`src/rtl/tabx_pkg.sv`:
```
`default_nettype none

package tabx_pkg;

    localparam int CHAR_W      = 21;
    localparam int WIDTH_W     = 2;
    localparam int STOP_W      = 12;
    localparam int RUN_W       = 12;
    localparam int CNT_W       = 3;
    localparam int CFG_IDX_W   = 3;
    localparam int NUM_STOPS   = 6;
    localparam int IN_DATA_W   = 24;
    localparam int OUT_DATA_W  = 40;

    localparam logic [CHAR_W-1:0] CH_BS    = 21'd8;
    localparam logic [CHAR_W-1:0] CH_TAB   = 21'd9;
    localparam logic [CHAR_W-1:0] CH_NL    = 21'd10;
    localparam logic [CHAR_W-1:0] CH_SPACE = 21'd32;

    // default stop spacing is 8: column bits under the mask give the offset
    localparam logic [2:0] DEFAULT_MASK = 3'o7;

    localparam logic [CFG_IDX_W-1:0] CFG_STOP_COUNT = 3'd0;
    localparam logic [CFG_IDX_W-1:0] CFG_LAST_STOP  = 3'd6;

    localparam logic [CNT_W-1:0] MODE_DEFAULT  = 3'd0;
    localparam logic [CNT_W-1:0] MODE_INTERVAL = 3'd1;

    typedef struct packed {
        logic load;    // capture the accepted word and seed the remainder unit
        logic step;    // one remainder iteration
        logic finish;  // write the result word and the new column
    } ctrl_cmd_t;

    typedef struct packed {
        logic need_div;  // word on the input is a tab in interval mode
        logic out_free;  // output register can take a word this cycle
    } dp_status_t;

endpackage

`default_nettype wire

```
`src/rtl/tabx_ctrl.sv`:
```
`default_nettype none

module tabx_ctrl #(
    parameter int COLUMN_BITS = 12
) (
    input  wire                     aclk,
    input  wire                     aresetn,
    input  wire                     s_tvalid,
    output logic                    s_tready,
    input  tabx_pkg::dp_status_t    status,
    output tabx_pkg::ctrl_cmd_t     cmd
);

    localparam int ITER_W = (COLUMN_BITS > 1) ? $clog2(COLUMN_BITS) : 1;
    localparam logic [ITER_W-1:0] ITER_LAST = ITER_W'(COLUMN_BITS - 1);

    typedef enum logic [1:0] {
        ST_IDLE,
        ST_DIV,
        ST_DONE
    } state_t;

    state_t            state_reg;
    logic [ITER_W-1:0] iter_reg;

    always_comb begin
        cmd        = '0;
        s_tready   = 1'b0;
        unique case (state_reg)
            ST_IDLE: begin
                s_tready = 1'b1;
                cmd.load = s_tvalid;
            end
            ST_DIV:  cmd.step = 1'b1;
            ST_DONE: cmd.finish = status.out_free;
            default: ;
        endcase
    end

    always_ff @(posedge aclk) begin
        if (!aresetn) begin
            state_reg <= ST_IDLE;
            iter_reg  <= '0;
        end else begin
            unique case (state_reg)
                ST_IDLE: begin
                    iter_reg <= '0;
                    if (s_tvalid) begin
                        state_reg <= status.need_div ? ST_DIV : ST_DONE;
                    end
                end
                ST_DIV: begin
                    iter_reg <= iter_reg + 1'b1;
                    if (iter_reg == ITER_LAST) begin
                        state_reg <= ST_DONE;
                    end
                end
                ST_DONE: begin
                    if (status.out_free) begin
                        state_reg <= ST_IDLE;
                    end
                end
                default: state_reg <= ST_IDLE;
            endcase
        end
    end

endmodule

`default_nettype wire

```
`src/rtl/tabx_datapath.sv`:
```
`default_nettype none

module tabx_datapath #(
    parameter int MAX_STOPS   = 6,
    parameter int COLUMN_BITS = 12
) (
    input  wire                                    aclk,
    input  wire                                    aresetn,
    input  wire  [tabx_pkg::IN_DATA_W-1:0]         s_tdata,
    output logic [tabx_pkg::OUT_DATA_W-1:0]        m_tdata,
    output logic                                   m_tvalid,
    input  wire                                    m_tready,
    input  wire                                    cfg_valid,
    input  wire  [tabx_pkg::CFG_IDX_W-1:0]         cfg_index,
    input  wire  [tabx_pkg::STOP_W-1:0]            cfg_data,
    input  tabx_pkg::ctrl_cmd_t                    cmd,
    output tabx_pkg::dp_status_t                   status
);

    localparam int SUM_W = ((COLUMN_BITS > tabx_pkg::STOP_W) ?
                            COLUMN_BITS : tabx_pkg::STOP_W) + 1;
    localparam logic [COLUMN_BITS-1:0] COL_MAX = {COLUMN_BITS{1'b1}};

    // configuration
    logic [tabx_pkg::CNT_W-1:0]  stop_count_reg;
    logic [tabx_pkg::STOP_W-1:0] stop_reg [tabx_pkg::NUM_STOPS];

    // captured word and column
    logic [tabx_pkg::CHAR_W-1:0]  char_reg;
    logic [tabx_pkg::WIDTH_W-1:0] width_reg;
    logic                         new_file_reg;
    logic [COLUMN_BITS-1:0]       column_reg;

    // remainder unit
    logic [COLUMN_BITS-1:0]       dividend_reg;
    logic [tabx_pkg::STOP_W-1:0]  rem_reg;
    logic [tabx_pkg::STOP_W-1:0]  rem_next;
    logic [tabx_pkg::STOP_W:0]    rem_trial;
    logic [tabx_pkg::STOP_W-1:0]  interval;

    // result path
    logic [tabx_pkg::CHAR_W-1:0]  out_char_reg;
    logic [tabx_pkg::RUN_W-1:0]   repeat_reg;
    logic                         m_tvalid_reg;

    logic [COLUMN_BITS-1:0]       col_in;
    logic [COLUMN_BITS-1:0]       col_eff;
    logic [SUM_W-1:0]             col_ext;
    logic [tabx_pkg::CNT_W-1:0]   used;
    logic [tabx_pkg::RUN_W-1:0]   run_def;
    logic [tabx_pkg::RUN_W-1:0]   run_iv;
    logic [tabx_pkg::RUN_W-1:0]   run_list;
    logic [tabx_pkg::RUN_W-1:0]   run;
    logic [tabx_pkg::RUN_W-1:0]   advance;
    logic [SUM_W-1:0]             col_sum;
    logic [COLUMN_BITS-1:0]       col_new;
    logic [tabx_pkg::CHAR_W-1:0]  out_char;
    logic [tabx_pkg::RUN_W-1:0]   out_run;

    assign interval = (stop_reg[0] == '0) ? tabx_pkg::STOP_W'(1) : stop_reg[0];
    assign used     = (stop_count_reg > tabx_pkg::CNT_W'(MAX_STOPS)) ?
                      tabx_pkg::CNT_W'(MAX_STOPS) : stop_count_reg;

    assign status.need_div = (s_tdata[tabx_pkg::CHAR_W-1:0] == tabx_pkg::CH_TAB) &&
                             (stop_count_reg == tabx_pkg::MODE_INTERVAL);
    assign status.out_free = !m_tvalid_reg || m_tready;

    assign col_in  = s_tdata[tabx_pkg::IN_DATA_W-1] ? '0 : column_reg;
    assign col_eff = new_file_reg ? '0 : column_reg;
    assign col_ext = SUM_W'(col_eff);

    // restoring remainder: one column bit per cycle, MSB first
    assign rem_trial = {rem_reg, dividend_reg[COLUMN_BITS-1]};
    assign rem_next  = (rem_trial >= {1'b0, interval}) ?
                       tabx_pkg::STOP_W'(rem_trial - {1'b0, interval}) :
                       rem_trial[tabx_pkg::STOP_W-1:0];

    assign run_def = tabx_pkg::RUN_W'(4'd8 - {1'b0, col_eff[2:0] & tabx_pkg::DEFAULT_MASK});
    assign run_iv  = interval - rem_reg;

    // first stop in register order beyond the column
    always_comb begin
        logic found;
        found    = 1'b0;
        run_list = tabx_pkg::RUN_W'(1);
        for (int k = 0; k < tabx_pkg::NUM_STOPS; k++) begin
            if (!found && (tabx_pkg::CNT_W'(k) < used) &&
                (SUM_W'(stop_reg[k]) > col_ext)) begin
                found    = 1'b1;
                run_list = tabx_pkg::RUN_W'(SUM_W'(stop_reg[k]) - col_ext);
            end
        end
    end

    always_comb begin
        case (stop_count_reg)
            tabx_pkg::MODE_DEFAULT:  run = run_def;
            tabx_pkg::MODE_INTERVAL: run = run_iv;
            default:                 run = run_list;
        endcase
    end

    always_comb begin
        out_char = char_reg;
        out_run  = tabx_pkg::RUN_W'(1);
        advance  = '0;
        col_new  = col_eff;
        if (char_reg == tabx_pkg::CH_TAB) begin
            out_char = tabx_pkg::CH_SPACE;
            out_run  = run;
            advance  = run;
        end else if (char_reg == tabx_pkg::CH_BS) begin
            if (col_eff != '0) begin
                col_new = col_eff - 1'b1;
            end
        end else if (char_reg == tabx_pkg::CH_NL) begin
            col_new = '0;
        end else begin
            advance = (width_reg == '0) ? tabx_pkg::RUN_W'(1) :
                                          tabx_pkg::RUN_W'(width_reg);
        end
        col_sum = col_ext + SUM_W'(advance);
        if ((char_reg != tabx_pkg::CH_BS) && (char_reg != tabx_pkg::CH_NL)) begin
            col_new = (col_sum > SUM_W'(COL_MAX)) ? COL_MAX :
                                                    col_sum[COLUMN_BITS-1:0];
        end
    end

    always_ff @(posedge aclk) begin
        if (!aresetn) begin
            stop_count_reg <= '0;
            for (int k = 0; k < tabx_pkg::NUM_STOPS; k++) begin
                stop_reg[k] <= '0;
            end
            column_reg   <= '0;
            m_tvalid_reg <= 1'b0;
        end else begin
            if (cfg_valid) begin
                if (cfg_index == tabx_pkg::CFG_STOP_COUNT) begin
                    stop_count_reg <= cfg_data[tabx_pkg::CNT_W-1:0];
                end else if (cfg_index <= tabx_pkg::CFG_LAST_STOP) begin
                    stop_reg[tabx_pkg::CFG_IDX_W'(cfg_index - 1'b1)] <= cfg_data;
                end
            end
            if (cmd.finish) begin
                column_reg   <= col_new;
                m_tvalid_reg <= 1'b1;
            end else if (m_tready) begin
                m_tvalid_reg <= 1'b0;
            end
        end
    end

    always_ff @(posedge aclk) begin
        if (cmd.load) begin
            char_reg     <= s_tdata[tabx_pkg::CHAR_W-1:0];
            width_reg    <= s_tdata[tabx_pkg::CHAR_W +: tabx_pkg::WIDTH_W];
            new_file_reg <= s_tdata[tabx_pkg::IN_DATA_W-1];
            dividend_reg <= col_in;
            rem_reg      <= '0;
        end else if (cmd.step) begin
            dividend_reg <= {dividend_reg[COLUMN_BITS-2:0], 1'b0};
            rem_reg      <= rem_next;
        end
        if (cmd.finish) begin
            out_char_reg <= out_char;
            repeat_reg   <= out_run;
        end
    end

    assign m_tvalid = m_tvalid_reg;
    assign m_tdata  = {{(tabx_pkg::OUT_DATA_W - tabx_pkg::CHAR_W - tabx_pkg::RUN_W){1'b0}},
                       repeat_reg, out_char_reg};

endmodule

`default_nettype wire

```
`src/rtl/tab_expander.sv`:
```
// Tab expander: one character word in, one (character, repeat count) word out.
// Input stream s_*: a word per character; a tab comes out as a space with the
// number of columns up to the next stop, any other character with count 1.
// Result stream m_*: one word per accepted input word, in order.
// Configuration channel cfg_*: index 0 sets the stop count (0 means a stop every
// 8 columns, 1 means a repeat interval given by index 1), indexes 1 to 6 set the
// stop columns. Write it only while no word is in flight; cfg_ready stays high.
// From input accept a word goes to the done state, a tab in interval mode first
// through the divide state, where the column remainder is formed one bit a cycle
// in a restoring remainder unit; the done state writes the output register.
// One word is worked on at a time: no new input word is taken until the last
// one has been written to the output register.
// The output register holds a finished word while m_tready is low, and the next
// input word is still taken and worked up to the point of writing its result.
// Reset (aresetn low, synchronous): column 0, stop count and stops 0, m_tvalid low.
`default_nettype none

module tab_expander #(
    parameter int MAX_STOPS   = 6,
    parameter int COLUMN_BITS = 12
) (
    input  wire                                  aclk,
    input  wire                                  aresetn,
    input  wire                                  s_tvalid,
    output logic                                 s_tready,
    input  wire  [tabx_pkg::IN_DATA_W-1:0]       s_tdata,   // char_code, display_width, new_file
    output logic                                 m_tvalid,
    input  wire                                  m_tready,
    output logic [tabx_pkg::OUT_DATA_W-1:0]      m_tdata,   // out_char, repeat_count, zero pad
    input  wire                                  cfg_valid,
    output logic                                 cfg_ready,
    input  wire  [tabx_pkg::CFG_IDX_W-1:0]       cfg_index,
    input  wire  [tabx_pkg::STOP_W-1:0]          cfg_data
);

    tabx_pkg::ctrl_cmd_t  cmd;
    tabx_pkg::dp_status_t status;

    assign cfg_ready = 1'b1;

    tabx_ctrl #(
        .COLUMN_BITS (COLUMN_BITS)
    ) u_ctrl (
        .aclk     (aclk),
        .aresetn  (aresetn),
        .s_tvalid (s_tvalid),
        .s_tready (s_tready),
        .status   (status),
        .cmd      (cmd)
    );

    tabx_datapath #(
        .MAX_STOPS   (MAX_STOPS),
        .COLUMN_BITS (COLUMN_BITS)
    ) u_datapath (
        .aclk      (aclk),
        .aresetn   (aresetn),
        .s_tdata   (s_tdata),
        .m_tdata   (m_tdata),
        .m_tvalid  (m_tvalid),
        .m_tready  (m_tready),
        .cfg_valid (cfg_valid),
        .cfg_index (cfg_index),
        .cfg_data  (cfg_data),
        .cmd       (cmd),
        .status    (status)
    );

endmodule

`default_nettype wire

```
`config.mk`:
```
export PLATFORM = sky130hd
export DESIGN_NAME = tab_expander
export DESIGN_NICKNAME = d
export VERILOG_FILES = /design/src/rtl/tabx_pkg.sv /design/src/rtl/tabx_ctrl.sv /design/src/rtl/tabx_datapath.sv /design/src/rtl/tab_expander.sv
export SDC_FILE = /design/constraint.sdc
export NUM_CORES = 1
export LEC_CHECK = 0
export ABC_AREA = 0
export BUFFER_PORTS_ARGS = -buffer_cell sky130_fd_sc_hd__clkbuf_2
export CAP_MARGIN = 10
export CORE_MARGIN = 8
export CORE_UTILIZATION = 57
export CTS_BUF_LIST = sky130_fd_sc_hd__clkbuf_4
export CTS_CLUSTER_DIAMETER = 200
export DETAILED_ROUTE_END_ITERATION = 8
export MAX_ROUTING_LAYER = met4
export PLACE_DENSITY = 0.79
export SYNTH_ARGS = -nofsm -noshare
export SYNTH_HDL_FRONTEND = slang
export SYNTH_SLANG_ARGS = --single-unit
```
`constraint.sdc`:
```
create_clock -name aclk -period 5.68 [get_ports aclk]
set_input_delay 0.284 -clock aclk [delete_from_list [all_inputs] [get_ports aclk]]
set_output_delay 0.284 -clock aclk [all_outputs]
set_load 0.01 [all_outputs]
```
==> results.cfg, run 1 <==
[layout]
layout-drive-gt1-share_pct = 18.0
largest_register_ffs = 72
fin_nets = 1648
fin_util_pct = 67.0
area_delta_synth_final_pct = 15.9

[clocking]
cts_tree = built
cts_sinks = 175
clk_latency_ns = 0.64
clk_pin_slew_worst_paths_ns = 0.16
clk_path_buf_depth = 2
ctsRootBufferMaster = clkbuf_4
cts-htree-levels = 4
cts_buffers = 17

[critical_path]
crit_path_start_kind = flop
cpMaxStageDelayCell = edfxtp_1
crit_fanout = 12
reg2reg_slack_ns = 0.16
worstPathArrival_ns = 6.05
rr_startpoint = u_datapath.new_file_reg
end_kind = flop
reg2reg_depth = 27
cp_data_required_time_ns = 6.21
crit_path_start = u_datapath.new_file_reg
critPathMaxStageDelay_ns = 0.41
critPathKind = reg -> reg
crit_path_end = u_datapath.column_reg[7]
r2r-end = u_datapath.column_reg[7]

[logic_synthesis]
synth_cell_type_count = 83
yosys-top-cells-count = 155 x nor2_1, 141 x edfxtp_1, 112 x ha_1
synth-seq-area-share_pct = 39.2
ys_warn_count = 0
syn_avg_cell_area_sq_um = 9.28
synth.top_cell.area_share_pct = 33.8
syn-cell-area_sq_mm = 0.0125
yosysMostFrequentCell = nor2_1
syn_inst = 1351
ys_ff_latch = 175
synth-main-ff-cell = edfxtp_1
synth_area_leader_cell = edfxtp_1
async_flop_share_pct = 0
synth.area.top_cells = edfxtp_1 34%, ha_1 11%, dfxtp_1 5.4%
synth_edf_count = 141

[placement]
dpl.hpwl_microns = 30200
gp_congestion = 1.01
port_buffers = 78

[route]
routedWlPerCell_microns = 22.4
drt-vias-per-instance = 6.15
ant_nets = 0
totalWireLength_microns = 39800
drtIter0Drc = 1305
post-route-drc-count = 0
dr.pass1.iters = 8
num_vias = 10900

[sta]
rsz0062_at_grt = true
worst_slew_margin_rel_pct = 24.7
finalCriticalPeriod_ns = 5.52
final-hold-violation-count = 0
tightest_slew_ns = 1.13
finClkSkew_ns = 0.0321
timing.fmax_mhz = 181
timing.final.crit_share_pct = 97.1
setup_viol = 0
drv_slew = 0

[flow_run]
maxCapViolations = 0

[floorplanning]
die_w_microns = 164
start_util_pct = 57.8
die_h_microns = 164
io-pin-count = 87
rows = 54
coreArea_sq_mm = 0.0217
dieArea_sq_mm = 0.0270

[power]
power_uw = 3090
vdd_ir_drop_max_mv = 0.168
power_leakage_uw = 0.00574
powerDensity_mw_per_mm2 = 212

[worst_hold_path]
worstHoldPathType = in -> reg
hold_path_depth = 1

[global_routing]
grt_pass1_vias = 10300
grt_overflow = 0
grt_pass1_wl_microns = 59200
grt_usage_pct = 30.0
grt_max_degree = 34
antenna_found_initial = 1

[status]
outcome = completed
worst min path at each step:
| stage | start | end | slack (ns) |
|---|---|---|---|
| 2_1_floorplan | s_tdata[0] | u_datapath.char_reg[0] | 0.38 |
| 3_3_place_gp | u_datapath.char_reg[6] | u_datapath.out_char_reg[6] | 0.43 |
| 3_5_place_dp | u_datapath.char_reg[19] | u_datapath.out_char_reg[19] | 0.44 |
| 4_1_cts | s_tdata[23] | u_datapath.new_file_reg | 0.01 |
| 5_1_grt | s_tdata[23] | u_datapath.new_file_reg | 0.03 |
| 6_report | s_tdata[23] | u_datapath.new_file_reg | 0.07 |
report_power, final:
| group | internal [uW] | switching, uW |
|---|---|---|
| Sequential | 1460 | 45.4 |
| Combinational | 307 | 450 |
| Clock | 233 | 591 |
stage by stage:
step / instance area (sq um) / setup WS [ns] / std cells / setup TNS (ns) / hold slack (ns)
after global placement: 13400 / -0.0301 / 1705 / -0.0746 / 0.431
after detailed placement: 13400 / -0.179 / 1705 / -1.17 / 0.437
final: 14500 / 0.162 / 1779 / 0 / 0.0691
after global routing: 14500 / -0.0282 / 1777 / -0.116 / 0.0257
after floorplan: 12600 / 0.0336 / 1357 / 0 / 0.383
after CTS: 14100 / -0.0150 / 1764 / -0.0298 / 0.00958
metal layers:
metal / vias up / global-route usage, % / share of wire (%)
met5: - / - / 0
met4: 0 / 10.6 / 3.2
met3: 76 / 5.89 / 9.6
met2: 520 / 46.3 / 46
met1: 5166 / 38.8 / 41
li1: 5171 / - / -
cell type report:
cell class	instances	area (sq um)
multi-input cells	1031	7360
fillers	1762	7160
flip-flops and latches	175	4910
repair buffers	176	1240
well taps	280	350
inverters	82	315
clock inverters	15	218
clock buffers	17	128
diodes	3	7.51
cell usage in the layout (no fill, tap or decap), types with 17 or more instances in the layout:
cell type and count:
o21ai_0 67, inv_1 79, a21oi_1 87, nand2b_1 37, o21a_1 18, ha_1 99
nor2_1 153, a21o_1 22, nor2b_1 23, nand4_1 19, clkbuf_2 78, dfxtp_1 34
dlygate4sd3_1 27, buf_4 65, edfxtp_1 141, o22ai_1 18, xor2_1 26, nor3_1 26
nand3_1 25, clkbuf_4 17, nand2_1 89, xnor2_1 57
cells by family (layout without fill, tap and decap cells):
kind of cell    after synthesis  after routing  synth area share [%]
compound gates              360            360                  19.3
xor+xnor                     83             83                  5.80
fa+ha+maj                   121            121                  12.6
buf+inv                     151            290                  4.97
flops                       175            175                  39.2
mux                          11             11                 0.879
other cells                   2             11                0.0599
simple gates                448            448                  17.1
worst max-delay path, delay by kind of cell (launching register included):
| family | cells | cell delay (ns) |
|---|---|---|
| AOI/OAI and AO/OA | 13 | 2.39 |
| and+or+nand+nor | 6 | 1.00 |
| adders and majority gates | 3 | 0.97 |
| buffers and inverters | 5 | 0.67 |
| DFF | 1 | 0.41 |
timing repair:
item / CTS / global route
hold buffers: 27 / 0
resized for setup: 13 / 62
pin swaps: 1 / 19
endpoints found under the setup margin: 11 / 12
setup buffers: 0 / 12
hold endpoints to repair: 27 / 0
Power figures use the tool's default switching activity.
==> inputs of run 2 (changes only) <==
PLACE_DENSITY = 0.86   (was 0.79)
==> results.cfg, run 2 (synthesis gave the netlist of run 1 again) <==
[critical_path]
rr_startpoint = u_datapath.new_file_reg
crit_path_start_kind = flop
reg2reg_depth = 29
cpMaxStageDelayCell = edfxtp_1
reg2reg_slack_ns = 0.17
critPathKind = reg -> reg
crit_fanout = 5
worstPathArrival_ns = 6.07
r2r-end = u_datapath.column_reg[10]
end_kind = flop
critPathMaxStageDelay_ns = 0.49
cp_data_required_time_ns = 6.25

[worst_hold_path]
holdCritStartpoint = aresetn
hold_end = u_datapath.column_reg[7]
hold_path_depth = 4
worstHoldPathType = in -> reg

[route]
ant_nets = 0
drt-vias-per-instance = 6.30
num_vias = 11100
routedWlPerCell_microns = 21.9
totalWireLength_microns = 38700
dr.pass1.iters = 8
post-route-drc-count = 2
drtIter0Drc = 1132

[placement]
post-place-ws_ns = -0.0561
dp_cells = 1701
gp_congestion = 1.03
port_buffers = 78
dpl.hpwl_microns = 29100

[global_routing]
antenna_found_initial = 2
grt_pass1_vias = 10500
grt_pass1_wl_microns = 58200
grt_usage_pct = 28.9
grt_overflow = 0
grt_max_degree = 31

[power]
powerDensity_mw_per_mm2 = 213
p_int_uw = 2000
clkPwrFrac_pct = 26.7
combinationalPowerShare_pct = 24.3
power_leakage_uw = 0.00570
power_frac_seq_pct = 48.9
switchingPower_uw = 1080
power_uw = 3080
vdd_ir_drop_max_mv = 0.128
p_sw_share_pct = 35.1

[layout]
largest_register_ffs = 72
layout_commonest_cell = nor2_1
layout_common_cells = 153 x nor2_1, 141 x edfxtp_1, 93 x ha_1
fin_util_pct = 66.8
area_delta_synth_final_pct = 15.5
layout-drive-gt1-share_pct = 18.0
fin_nets = 1639
num-fill-cells = 1694
layout.cells.non_filler = 1769

[clocking]
clk_latency_ns = 0.65
clk_pin_slew_worst_paths_ns = 0.21
cts_buffers = 17
clk_path_buf_depth = 2
cts-htree-levels = 4
ctsRootBufferMaster = clkbuf_4
cts_tree = built
cts_sinks = 175

[sta]
timing.final.crit_share_pct = 96.9
timing.fmax_mhz = 182
finClkSkew_ns = 0.0393
finalCriticalPeriod_ns = 5.51
final-hold-violation-count = 0
setup_viol = 0
drv_slew = 0
worst_slew_margin_rel_pct = 30.5
tightest_slew_ns = 1.04
worst_slack_ns = 0.174

[floorplanning]
die_w_microns = 164
rows = 54
dieArea_sq_mm = 0.0270
start_util_pct = 57.8
io-pin-count = 87
die_h_microns = 164
coreArea_sq_mm = 0.0217

[flow_run]
maxCapViolations = 0

[status]
outcome = finished, violations left
failed_checks = design-rule violations
[run 2: changes by cell type in the layout (fill, tap and decap cells not counted), moves of 2 or more]
cell and change:
nand2_4 +6, buf_4 -7, ha_1 -6, buf_12 -2, a211oi_2 +2, inv_12 +2, ha_2 +5, inv_2 +2
nand2_2 -6, a211oi_1 -2
[run 2: what timing repair did]
action	in CTS	in global routing
hold buffers	28	0
resized for setup	12	73
pin swaps	0	7
endpoints found under the setup margin	11	12
endpoints found under the hold margin	28	0
setup buffers	0	6
[run 2: worst max path at each step]
stage / startpoint / to / slack, ns / cells after the start
after global routing: u_datapath.new_file_reg / u_datapath.column_reg[1] / -0.05 / 29
after detailed placement: u_datapath.new_file_reg / u_datapath.column_reg[6] / -0.06 / 26
after global placement: u_datapath.new_file_reg / u_datapath.column_reg[6] / 0.004 / 27
final: u_datapath.new_file_reg / u_datapath.column_reg[10] / 0.17 / 29
after floorplan: u_datapath.new_file_reg / u_datapath.column_reg[8] / 0.03 / 30
after CTS: u_datapath.new_file_reg / u_datapath.column_reg[6] / 0.02 / 26
[run 2: through the flow]
stage	hold slack, ns	TNS (ns)	area, sq um
CTS	0.0820	0	14100
global route	0.105	-0.138	14500
global placement	0.431	0	13400
finish	0.114	0	14500
detailed placement	0.439	-0.209	13400
floorplan	0.383	0	12600
[run 2: area by class of cell]
class / instances / area, sq um / area share (%)
timing repair buffer: 167 / 1140 / 7.87
clock buffer: 17 / 128 / 0.882
inverter: 82 / 310 / 2.14
antenna: 2 / 5.00 / 0.0346
tap: 280 / 350 / 2.42
clock inverter: 15 / 214 / 1.48
sequential: 175 / 4910 / 33.9
multi-input combinational: 1031 / 7420 / 51.2
[run 2: power by group through the flow]
stage | clock network (uW) | registers [uW] | logic, uW
after global placement | 0 | 1520 | 662
after CTS | 823 | 1500 | 695
after global routing | 874 | 1510 | 807
final | 823 | 1510 | 749
after floorplan | 0 | 1510 | 483
after detailed placement | 0 | 1530 | 672
[run 2: worst max-delay path, delay by kind of cell (launching register included)]
family	cells	cell delay, ns
adder cells (fa/ha/maj)	3	0.93
buffers and inverters	6	0.72
multiplexers	1	0.12
AND/OR/NAND/NOR	7	1.08
flip-flops	1	0.49
AO/OA/AOI/OAI	12	2.09
[run 2: metal layers]
metal  track usage, %  part of all wire, %  routed length [microns]  vias to the layer above
li1                 -                    -                        -                     5151
met1             35.4                   39                    15200                     5248
met2             45.8                   47                    18300                      622
met3             5.31                  9.7                     3770                      118
met4             12.9                  3.8                     1470                        0
met5                -                    0                        0                        -
